File: src/rtl/olt_pkg.sv
// ----------------------------------------------------------------------------
// olt_pkg: shared types, codes and helpers for the order lifecycle table
// Entry layout, channel payloads, operation/status/state codes and the
// legal-move table used by the controller and the counter unit.
// ----------------------------------------------------------------------------
package olt_pkg;

   localparam int TABLE_DEPTH = 64;
   localparam int IDX_W       = (TABLE_DEPTH > 1) ? $clog2(TABLE_DEPTH) : 1;
   localparam int SCAN_W      = IDX_W + 1;
   localparam int CNT_W       = 7;

   // operation codes
   localparam logic [2:0] FUNC_REGISTER   = 3'd0;
   localparam logic [2:0] FUNC_TRANSITION = 3'd1;
   localparam logic [2:0] FUNC_FILL       = 3'd2;
   localparam logic [2:0] FUNC_PURGE      = 3'd3;
   localparam logic [2:0] FUNC_QUERY      = 3'd4;

   // status codes
   localparam logic [2:0] STAT_OK        = 3'd0;
   localparam logic [2:0] STAT_NOT_FOUND = 3'd1;
   localparam logic [2:0] STAT_DUPLICATE = 3'd2;
   localparam logic [2:0] STAT_ILLEGAL   = 3'd3;
   localparam logic [2:0] STAT_FULL      = 3'd4;

   // order lifecycle states
   localparam logic [3:0] ST_NEW        = 4'd0;
   localparam logic [3:0] ST_PENDACK    = 4'd1;
   localparam logic [3:0] ST_RESTING    = 4'd2;
   localparam logic [3:0] ST_PARTFILL   = 4'd3;
   localparam logic [3:0] ST_PENDCANCEL = 4'd4;
   localparam logic [3:0] ST_PENDMODIFY = 4'd5;
   localparam logic [3:0] ST_FILLED     = 4'd6;
   localparam logic [3:0] ST_CANCELLED  = 4'd7;
   localparam logic [3:0] ST_REJECTED   = 4'd8;
   localparam logic [3:0] ST_LAST       = ST_REJECTED;

   typedef struct packed {
      logic [2:0]  func;
      logic [31:0] order_id;
      logic [3:0]  target_state;
      logic [31:0] quantity;
   } olt_req_type;

   typedef struct packed {
      logic [2:0]       status;
      logic [3:0]       order_state;
      logic [31:0]      remaining_qty;
      logic [31:0]      filled_qty;
      logic [CNT_W-1:0] active_total;
      logic [CNT_W-1:0] pending_ack_total;
      logic [CNT_W-1:0] resting_total;
      logic [CNT_W-1:0] purged_total;
   } olt_rsp_type;

   typedef struct packed {
      logic [31:0] id;
      logic [3:0]  state;
      logic [31:0] remaining;
      logic [31:0] filled;
   } olt_entry_type;

   // one state change of one entry, for the counter unit
   typedef struct packed {
      logic       en;
      logic       has_old;
      logic [3:0] old_state;
      logic [3:0] target_state;
   } olt_cnt_upd_type;

   typedef struct packed {
      logic [CNT_W-1:0] active;
      logic [CNT_W-1:0] pending;
      logic [CNT_W-1:0] resting;
   } olt_cnt_type;

   typedef enum logic [1:0] {
      FSM_IDLE,
      FSM_SCAN,
      FSM_DECIDE,
      FSM_FINISH
   } olt_fsm_type;

   function automatic logic is_final(input logic [3:0] s);
      return (s == ST_FILLED) || (s == ST_CANCELLED) || (s == ST_REJECTED);
   endfunction

   function automatic logic is_pending(input logic [3:0] s);
      return s == ST_PENDACK;
   endfunction

   function automatic logic is_resting(input logic [3:0] s);
      return (s == ST_RESTING) || (s == ST_PARTFILL);
   endfunction

   // bit t set: move to t is legal
   function automatic logic [15:0] legal_mask(input logic [3:0] from);
      logic [15:0] m;
      m = '0;
      case (from)
         ST_NEW: begin
            m[ST_PENDACK] = 1'b1;
            m[ST_REJECTED] = 1'b1;
         end
         ST_PENDACK: begin
            m[ST_RESTING] = 1'b1;  m[ST_PARTFILL] = 1'b1;  m[ST_FILLED] = 1'b1;
            m[ST_REJECTED] = 1'b1; m[ST_CANCELLED] = 1'b1;
         end
         ST_RESTING, ST_PARTFILL: begin
            m[ST_PARTFILL] = 1'b1;   m[ST_FILLED] = 1'b1;   m[ST_PENDCANCEL] = 1'b1;
            m[ST_PENDMODIFY] = 1'b1; m[ST_CANCELLED] = 1'b1;
         end
         ST_PENDCANCEL: begin
            m[ST_CANCELLED] = 1'b1; m[ST_FILLED] = 1'b1;
            m[ST_RESTING] = 1'b1;   m[ST_PARTFILL] = 1'b1;
         end
         ST_PENDMODIFY: begin
            m[ST_RESTING] = 1'b1; m[ST_PARTFILL] = 1'b1;
            m[ST_FILLED] = 1'b1;  m[ST_CANCELLED] = 1'b1;
         end
         default: m = '0;
      endcase
      return m;
   endfunction

   function automatic logic move_ok(input logic [3:0] from, input logic [3:0] to);
      logic [15:0] m;
      m = legal_mask(from);
      if ((to > ST_LAST) || (from > ST_LAST)) return 1'b0;
      if (from == to) return 1'b1;
      return m[to];
   endfunction

endpackage

File: src/rtl/olt_counts.sv
// ----------------------------------------------------------------------------
// olt_counts: running active / pending-ack / resting totals
// Adjusted by one entry's old and new state per update; purged entries are
// terminal and never counted, so a purge needs no update.
// ----------------------------------------------------------------------------
module olt_counts (
   input  logic                    clock,
   input  logic                    reset,
   input  olt_pkg::olt_cnt_upd_type upd,
   output olt_pkg::olt_cnt_type     cnt
);
   import olt_pkg::*;

   olt_cnt_type cnt_ff;
   olt_cnt_type cnt_in;
   logic        old_act, old_pnd, old_rst;
   logic        new_act, new_pnd, new_rst;

   assign old_act = upd.has_old && !is_final(upd.old_state);
   assign old_pnd = upd.has_old && is_pending(upd.old_state);
   assign old_rst = upd.has_old && is_resting(upd.old_state);
   assign new_act = !is_final(upd.target_state);
   assign new_pnd = is_pending(upd.target_state);
   assign new_rst = is_resting(upd.target_state);

   always_comb begin
      cnt_in = cnt_ff;
      if (upd.en) begin
         cnt_in.active  = cnt_ff.active + CNT_W'(new_act) - CNT_W'(old_act);
         cnt_in.pending = cnt_ff.pending + CNT_W'(new_pnd) - CNT_W'(old_pnd);
         cnt_in.resting = cnt_ff.resting + CNT_W'(new_rst) - CNT_W'(old_rst);
      end
   end

   always_ff @(posedge clock) begin
      if (reset) begin
         cnt_ff <= '0;
      end else begin
         cnt_ff <= cnt_in;
      end
   end

   assign cnt = cnt_ff;

endmodule

File: config.mk
export PLATFORM = sky130hd
export DESIGN_NAME = olt_counts
export DESIGN_NICKNAME = d
export VERILOG_FILES = /design/src/rtl/olt_pkg.sv /design/src/rtl/olt_counts.sv
export SDC_FILE = /design/constraint.sdc
export NUM_CORES = 1
export LEC_CHECK = 0
export ABC_AREA = 0
export BUFFER_PORTS_ARGS = -buffer_cell sky130_fd_sc_hd__buf_4
export CAP_MARGIN = 20
export CORE_ASPECT_RATIO = 1.25
export CORE_MARGIN = 2
export CORE_UTILIZATION = 50
export DETAILED_ROUTE_END_ITERATION = 10
export PLACE_DENSITY = 0.77
export SLEW_MARGIN = 20
export SYNTH_ARGS = -nofsm -noshare
export SYNTH_HDL_FRONTEND = slang
export SYNTH_SLANG_ARGS = --single-unit
File: constraint.sdc
create_clock -name clock -period 2.64 [get_ports clock]
set_clock_uncertainty 0.05 [all_clocks]
set_input_delay 0.396 -clock clock [delete_from_list [all_inputs] [get_ports clock]]
set_output_delay 0.396 -clock clock [all_outputs]
set_load 0.02 [all_outputs]
; ---- Word level (Yosys, flattened, before mapping)
; Cells that the tools add are included.
[totals]
out_inout_bits = 21
in_bits = 12
regBits = 21
[op_classes]
eq_ne = 12
n_addsub = 6
n_reduce_logical = 11
[op_table]
columns = op, count
row1 = $add A7 B1 Y7, 3
row2 = $sub A7 B1 Y7, 3
row3 = $eq A4 B2 Y1 const B, 4
row4 = $eq A4 B3 Y1 const B, 4
row5 = $eq A4 B1 Y1 const B, 2
row6 = $eq A4 B4 Y1 const B, 2
row7 = $logic_or A1 B1 Y1, 6
row8 = $logic_and A1 B1 Y1, 3
row9 = $logic_not A1 Y1, 2

; ---- Logic depth before layout (Yosys ltp)
; Gate-level depths: netlist (run 1).
[logic_depth]
ltp_word = 6
depth_mapped = 12

; ---- Least setup slack after synthesis (run 1)
; Ideal clock, no wire load.
[synth_path]
kind = input to register
from = in upd[1] (netlist bit)
to = reg cnt_ff, in the netlist cnt[20]
required_ns = 2.504
path_buffers = 0
setup_ns = 0.086
cell_stages = 11
arrival_time_ns = 2.449
slack_ns = 0.056
cell_sequence = or4b_1 -> nand2_1 -> ha_1 -> inv_1 -> ha_1 -> inv_1 -> fa_1 -> nand2b_1 -> a21oi_1 -> a311oi_1 -> a211oi_1
[synth_via]
elab_chain_len = 6
word_cells_on_any_way = 8
cone_classes = 2 x add/sub / 3 x eq/ne / 3 x reduce/logical
[synth_rtl]
columns = item, line
row1 = "start, declared", olt_counts.sv:9  ; input olt_pkg::olt_cnt_upd_type upd,
row2 = $eq A4 B3 Y1, olt_pkg.sv:86  ; return (s == ST_FILLED) || (s == ST_CANCELLED) || (s == ST_REJECTED);
row3 = $logic_or A1 B1 Y1, olt_pkg.sv:86
row4 = $logic_or A1 B1 Y1 (*), olt_pkg.sv:86
row5 = $logic_not A1 Y1 (*), olt_counts.sv:22  ; assign new_act = !is_final(upd.target_state);
row6 = $add A7 B1 Y7 (*), olt_counts.sv:29  ; cnt_in.active = cnt_ff.active + CNT_W'(new_act) - CNT_W'(old_act);
row7 = $sub A7 B1 Y7 (*), olt_counts.sv:29
row8 = "end signal, assigned", olt_counts.sv:39  ; cnt_ff <= cnt_in;
row9 = "end, declared", olt_counts.sv:14  ; olt_cnt_type cnt_ff;
; Every way passes the cells marked *; elsewhere a longest branch is shown, timed or not.
; A chain may end at the register's enable or synchronous reset.

; ---- Worst setup path after layout (run 1)
; Ends and elaborated chain as after synthesis.

==> results.cfg, run 1 <==
[clocking]
cts_buffer_depth = 2
hold_buffers = 0
cts_root_buf = clkbuf_8
ctsResizeCount = 0
clock-sinks = 21
cts_buffers = 3
clk_latency_ns = 0.26
cts_setup_buffers = 0
clk_pin_slew_ns = 0.08
h-tree-depth = 1
cts_tree = done

[sta]
fin_crit_ns = 2.48
slew_violations = 0
finalSetupTns_ns = 0
setup_viol_count_final = 0
hold_violations = 0
fin_crit_sh = 0.938
rsz0062_at_grt = no
fmax_ghz = 0.404
fin_ws_ns = 0.163
tightestPinTransition_ns = 0.400
max_slew_margin = 0.732

[yosys]
syn_area_sq_um = 1710
yosys_most_used_dff = dfxtp_1
synth_cell_types = 33
synthesis.nets = 252
yosys_warnings = 0
synth-edff-count = 0
yosysSeqAreaShare = 0.247
ys_ff_latch = 21
synth_cells = 216
async_flop_share = 0
postSynthAreaPerCell_sq_um = 7.90

[global_routing]
grt_max_degree = 36
grt_overflow = 0
grt_pass1_wl_mm = 6.42
grt_pass1_vias = 1497
grt_use_total = 0.201
antenna_found_initial = 0

[pwr]
finalPower_mw = 1.45
p_seq_frac = 0.304
power_density_nw_per_um2 = 706
p_sw_uw = 616
switching_share = 0.424
peakVddDrop_v = 0.000358
intPower_uw = 838
power.leakage_nw = 0.978
clkPwrFrac = 0.153
combinationalPowerShare = 0.543

[routing]
first_pass_iters = 4
wl_mm = 3.65
vias = 1622
drt_iter0_drc = 42
via_per_inst = 5.63
ant_nets = 0
post-route-drc-count = 0
wl_per_cell_um = 12.7

[floorplan]
dieHeight_um = 69.3
io_pins = 33
dieArea_sq_um = 3900
core-area_sq_um = 3220
rows = 23
start_util = 0.529
die_w_um = 56.2

[setup_path]
crit_type = primary input to flop
startpoint_type = primary input
cp.arrival_ns = 2.61
crit_fanout = 4
cp-end-kind = flop
cp.required_ns = 2.78

[hold_path]
hold_path.class = primary input to flop

[placed_design]
io_buffers = 32
hpwlAfterDp_mm = 2.70
gp_congestion = 0.785
dp_slack_ns = -0.176
placedCellCount = 284

[layout]
fin_nets = 288
fillers = 284
multi_input_area_sq_um = 1160
diodes = 0
seq_area_sq_um = 420
instances_no_fill = 288
drive_gt1_frac = 0.203
largest_reg_flops = 21
area_growth_pct = 20.8

[status]
status = completed

[job]
maxCapViolCount = 0
==> through the flow <==
step	instance area [sq um]	hold slack [ns]	utilization
after floorplan	1710	0.518	-
after CTS	2050	0.462	0.637
after detailed placement	2010	0.463	0.623
final	2060	0.462	0.639
after global routing	2060	0.477	0.639
after global placement	2010	0.452	0.623
==> metal layers <==
metal  vias up  global-route usage  routed length (um)
li1        828                   -                   -
met1       748               0.259                1640
met2        41               0.332                1780
met3         5              0.0317                 156
met4         0              0.0767                  63
met5         -                   0                   0
==> cells in the final DEF, fill, tap and decap left out, types with 6 or more instances in the layout <==
cell type,instances
mux2i_1,8
a211oi_1,10
inv_1,25
nor2_1,36
ha_1,21
nor3_1,6
buf_4,39
dfxtp_1,21
nand2_1,19
o31ai_1,7
==> logic make-up after synthesis <==
logic type	synth area share
xor gates and xnor gates	0.0462
adders and majority gates	0.189
buffers and inverters	0.0792
muxes	0.0470
DFF	0.247
and+or+nand+nor	0.207
AOI/OAI and AO/OA	0.185
==> cells in the mapped netlist (3+ instances only) <==
cell | n | area, sq um
nand3b_1 | 3 | 22.5
o21ai_1 | 3 | 15.0
xor2_1 | 5 | 43.8
buf_2 | 6 | 30.0
a21oi_1 | 7 | 35.0
dfxtp_1 | 21 | 420
inv_1 | 25 | 93.8
fa_1 | 3 | 60.1
nor3_1 | 6 | 30.0
a211oi_1 | 10 | 75.1
nor2_1 | 36 | 135
xnor2_1 | 4 | 35.0
o31ai_1 | 7 | 52.6
nand3_1 | 3 | 15.0
nand2_1 | 19 | 71.3
and3_1 | 3 | 18.8
ha_1 | 21 | 263
a211oi_2 | 3 | 37.5
mux2i_1 | 8 | 80.1
a31oi_1 | 4 | 25.0
==> layout make-up <==
| class | count | area share |
|---|---|---|
| clock buffers | 4 | 0.0219 |
| inverters | 26 | 0.0474 |
| repair buffers | 39 | 0.142 |
| flip-flops and latches | 21 | 0.204 |
| well taps | 37 | 0.0225 |
| multi-input cells | 161 | 0.562 |
==> path summary, 6_finish.rpt <==
| path | from | endpoint | slack [ns] | cells after the start |
|---|---|---|---|---|
| min | reset | cnt[2] | 0.46 | 2 |
| max | upd[1] | cnt[20] | 0.16 | 12 |
| max reg2reg | cnt[7] | cnt[13] | 0.76 | 5 |
| min reg2reg | cnt[17] | cnt[17] | 0.48 | 2 |
==> power groups by stage <==
stage / logic (mW) / registers, mW / clock network, mW
after floorplan: 0.504 / 0.510 / 0
after global placement: 0.762 / 0.446 / 0
after detailed placement: 0.779 / 0.449 / 0
after CTS: 0.786 / 0.442 / 0.227
after global routing: 0.883 / 0.454 / 0.243
final: 0.790 / 0.442 / 0.222
==> critical path: stages <==
cell and delay (ns):
buf_4 0.11, or4b_1 0.51, nand2_1 0.07, ha_1 0.22, inv_1 0.06, ha_1 0.15, inv_1 0.05, fa_1 0.38
nand2b_1 0.17, a21oi_2 0.18, a311oi_1 0.11, a211oi_1 0.20
Power figures use the tool's default switching activity.
==> run 2: changes to the inputs <==
==> constraint.sdc (replaced) <==
create_clock -name clock -period 2.64 [get_ports clock]
set_clock_uncertainty 0.05 [all_clocks]
set_input_delay 0 -clock clock [delete_from_list [all_inputs] [get_ports clock]]
set_output_delay 0 -clock clock [all_outputs]
set_load 0.02 [all_outputs]
==> run 2 against run 1 <==
  * Largest cell class unchanged
  * Hold slack worse by 0.39 ns
  * Routed wire length shrank 4.9%
  * Non-clock buffer count decreased by 7
  * Global-route usage down 0.99 points
  * Combinational power decreased by 2%
  * Fmax rose by 10%
  * Clock power is essentially flat
  * Final area fell by 2.9%
  * Critical path depth unchanged
  * First-iteration DRC count fell by 9.5%
  * Sequential power hardly changed
==> results.cfg, run 2 (synthesis results as in run 1) <==
[status]
status = completed

[routing]
post-route-drc-count = 0
via_per_inst = 5.72
drt_iter0_drc = 38
first_pass_iters = 5
ant_nets = 0
wl_mm = 3.47
vias = 1607
wl_per_cell_um = 12.3

[sta]
slew_violations = 0
fmax_ghz = 0.446
rsz0062_at_grt = no
setup_viol_count_final = 0
finalSetupTns_ns = 0
max_slew_margin = 0.702
whs_ns = 0.0711
tightestPinTransition_ns = 0.444
fin_ws_ns = 0.397
fin_crit_ns = 2.24
hold_violations = 0
fin_crit_sh = 0.850

[setup_path]
crit_type = primary input to flop
cp.arrival_ns = 2.37
reg2reg_slack_ns = 0.72
r2r_end = cnt[20]
r2r-start = cnt[14]
startpoint_type = primary input
cp.required_ns = 2.77
crit_fanout = 4
r2r_cells = 7
cp-end-kind = flop

[layout]
fin_nets = 281
area_growth_pct = 17.2
fin_util = 0.620
largest_reg_flops = 21
drive_gt1_frac = 0.172
diodes = 0
layout_common_cells = nor2_1 (36), buf_4 (32), inv_1 (25)
layout_commonest_cell = nor2_1

[clocking]
cts_setup_buffers = 0
hold_buffers = 0
cts_root_buf = clkbuf_8
cts_tree = done
clk_pin_slew_ns = 0.08
clock-sinks = 21
ctsResizeCount = 0
h-tree-depth = 1
cts_buffer_depth = 2
clk_latency_ns = 0.26
cts_buffers = 3

[placed_design]
dp_slack_ns = 0.130
hpwlAfterDp_mm = 2.59
io_buffers = 32
gp_congestion = 0.801

[global_routing]
grt_max_degree = 36
grt_overflow = 0
grt_use_total = 0.191
antenna_found_initial = 0
grt_pass1_wl_mm = 6.19
grt_pass1_vias = 1465

[floorplan]
dieHeight_um = 69.3
core-area_sq_um = 3220
io_pins = 33
die_w_um = 56.2
dieArea_sq_um = 3900
rows = 23
start_util = 0.529

[hold_path]
hold_end = cnt[2]
hold_depth = 2
hold_path.class = primary input to flop
hold_start = reset

[job]
maxCapViolCount = 0

[pwr]
finalPower_mw = 1.44
power.leakage_nw = 0.943
peakVddDrop_v = 0.000497
power_density_nw_per_um2 = 718
run 2: cell types whose count changed in the layout (fill, tap and decap cells not counted), sizes merged:
cell and change:
buf -7
run 2: how the worst max path moves through the flow:
stage           start  slack, ns      end
2_1_floorplan  upd[1]       0.45  cnt[20]
3_3_place_gp   upd[1]       0.21  cnt[20]
3_5_place_dp   upd[1]       0.13  cnt[20]
4_1_cts        upd[1]       0.37  cnt[20]
5_1_grt        upd[5]       0.24  cnt[20]
6_report       upd[1]       0.40  cnt[20]
run 2: through the flow:
stage	instances	area [sq um]
floorplan	216	1710
global placement	277	1950
detailed placement	277	1950
CTS	281	2000
global route	281	2000
finish	281	2000
run 2: critical path, cell delays in order:
cell	delay, ns
buf_4	0.12
or4b_1	0.51
nand2_1	0.07
ha_1	0.22
inv_1	0.06
ha_1	0.15
inv_1	0.05
fa_1	0.40
nand2b_1	0.16
a21oi_1	0.25
a311oi_1	0.14
a211oi_1	0.24
run 2: routing by layer:
metal  part of all wire  vias to the layer above  track usage
li1                   -                      815            -
met1               0.48                      743        0.256
met2               0.46                       42        0.311
met3              0.040                        7       0.0224
met4              0.021                        0       0.0714
met5                  0                        -            0
run 2: layout make-up:
type | instances | area, sq um
Clock buffer | 4 | 45.0
Fill cell | 304 | 1220
Inverter | 26 | 97.6
Multi-Input combinational cell | 161 | 1150
Sequential cell | 21 | 420
Tap cell | 37 | 46.3
Timing Repair Buffer | 32 | 240
run 2: report_power, final:
part	total [mW]	switching, mW	internal [mW]	leakage (nW)
clock	0.223	0.115	0.108	0.0228
combinational	0.773	0.431	0.342	0.747
sequential	0.440	0.0627	0.377	0.173
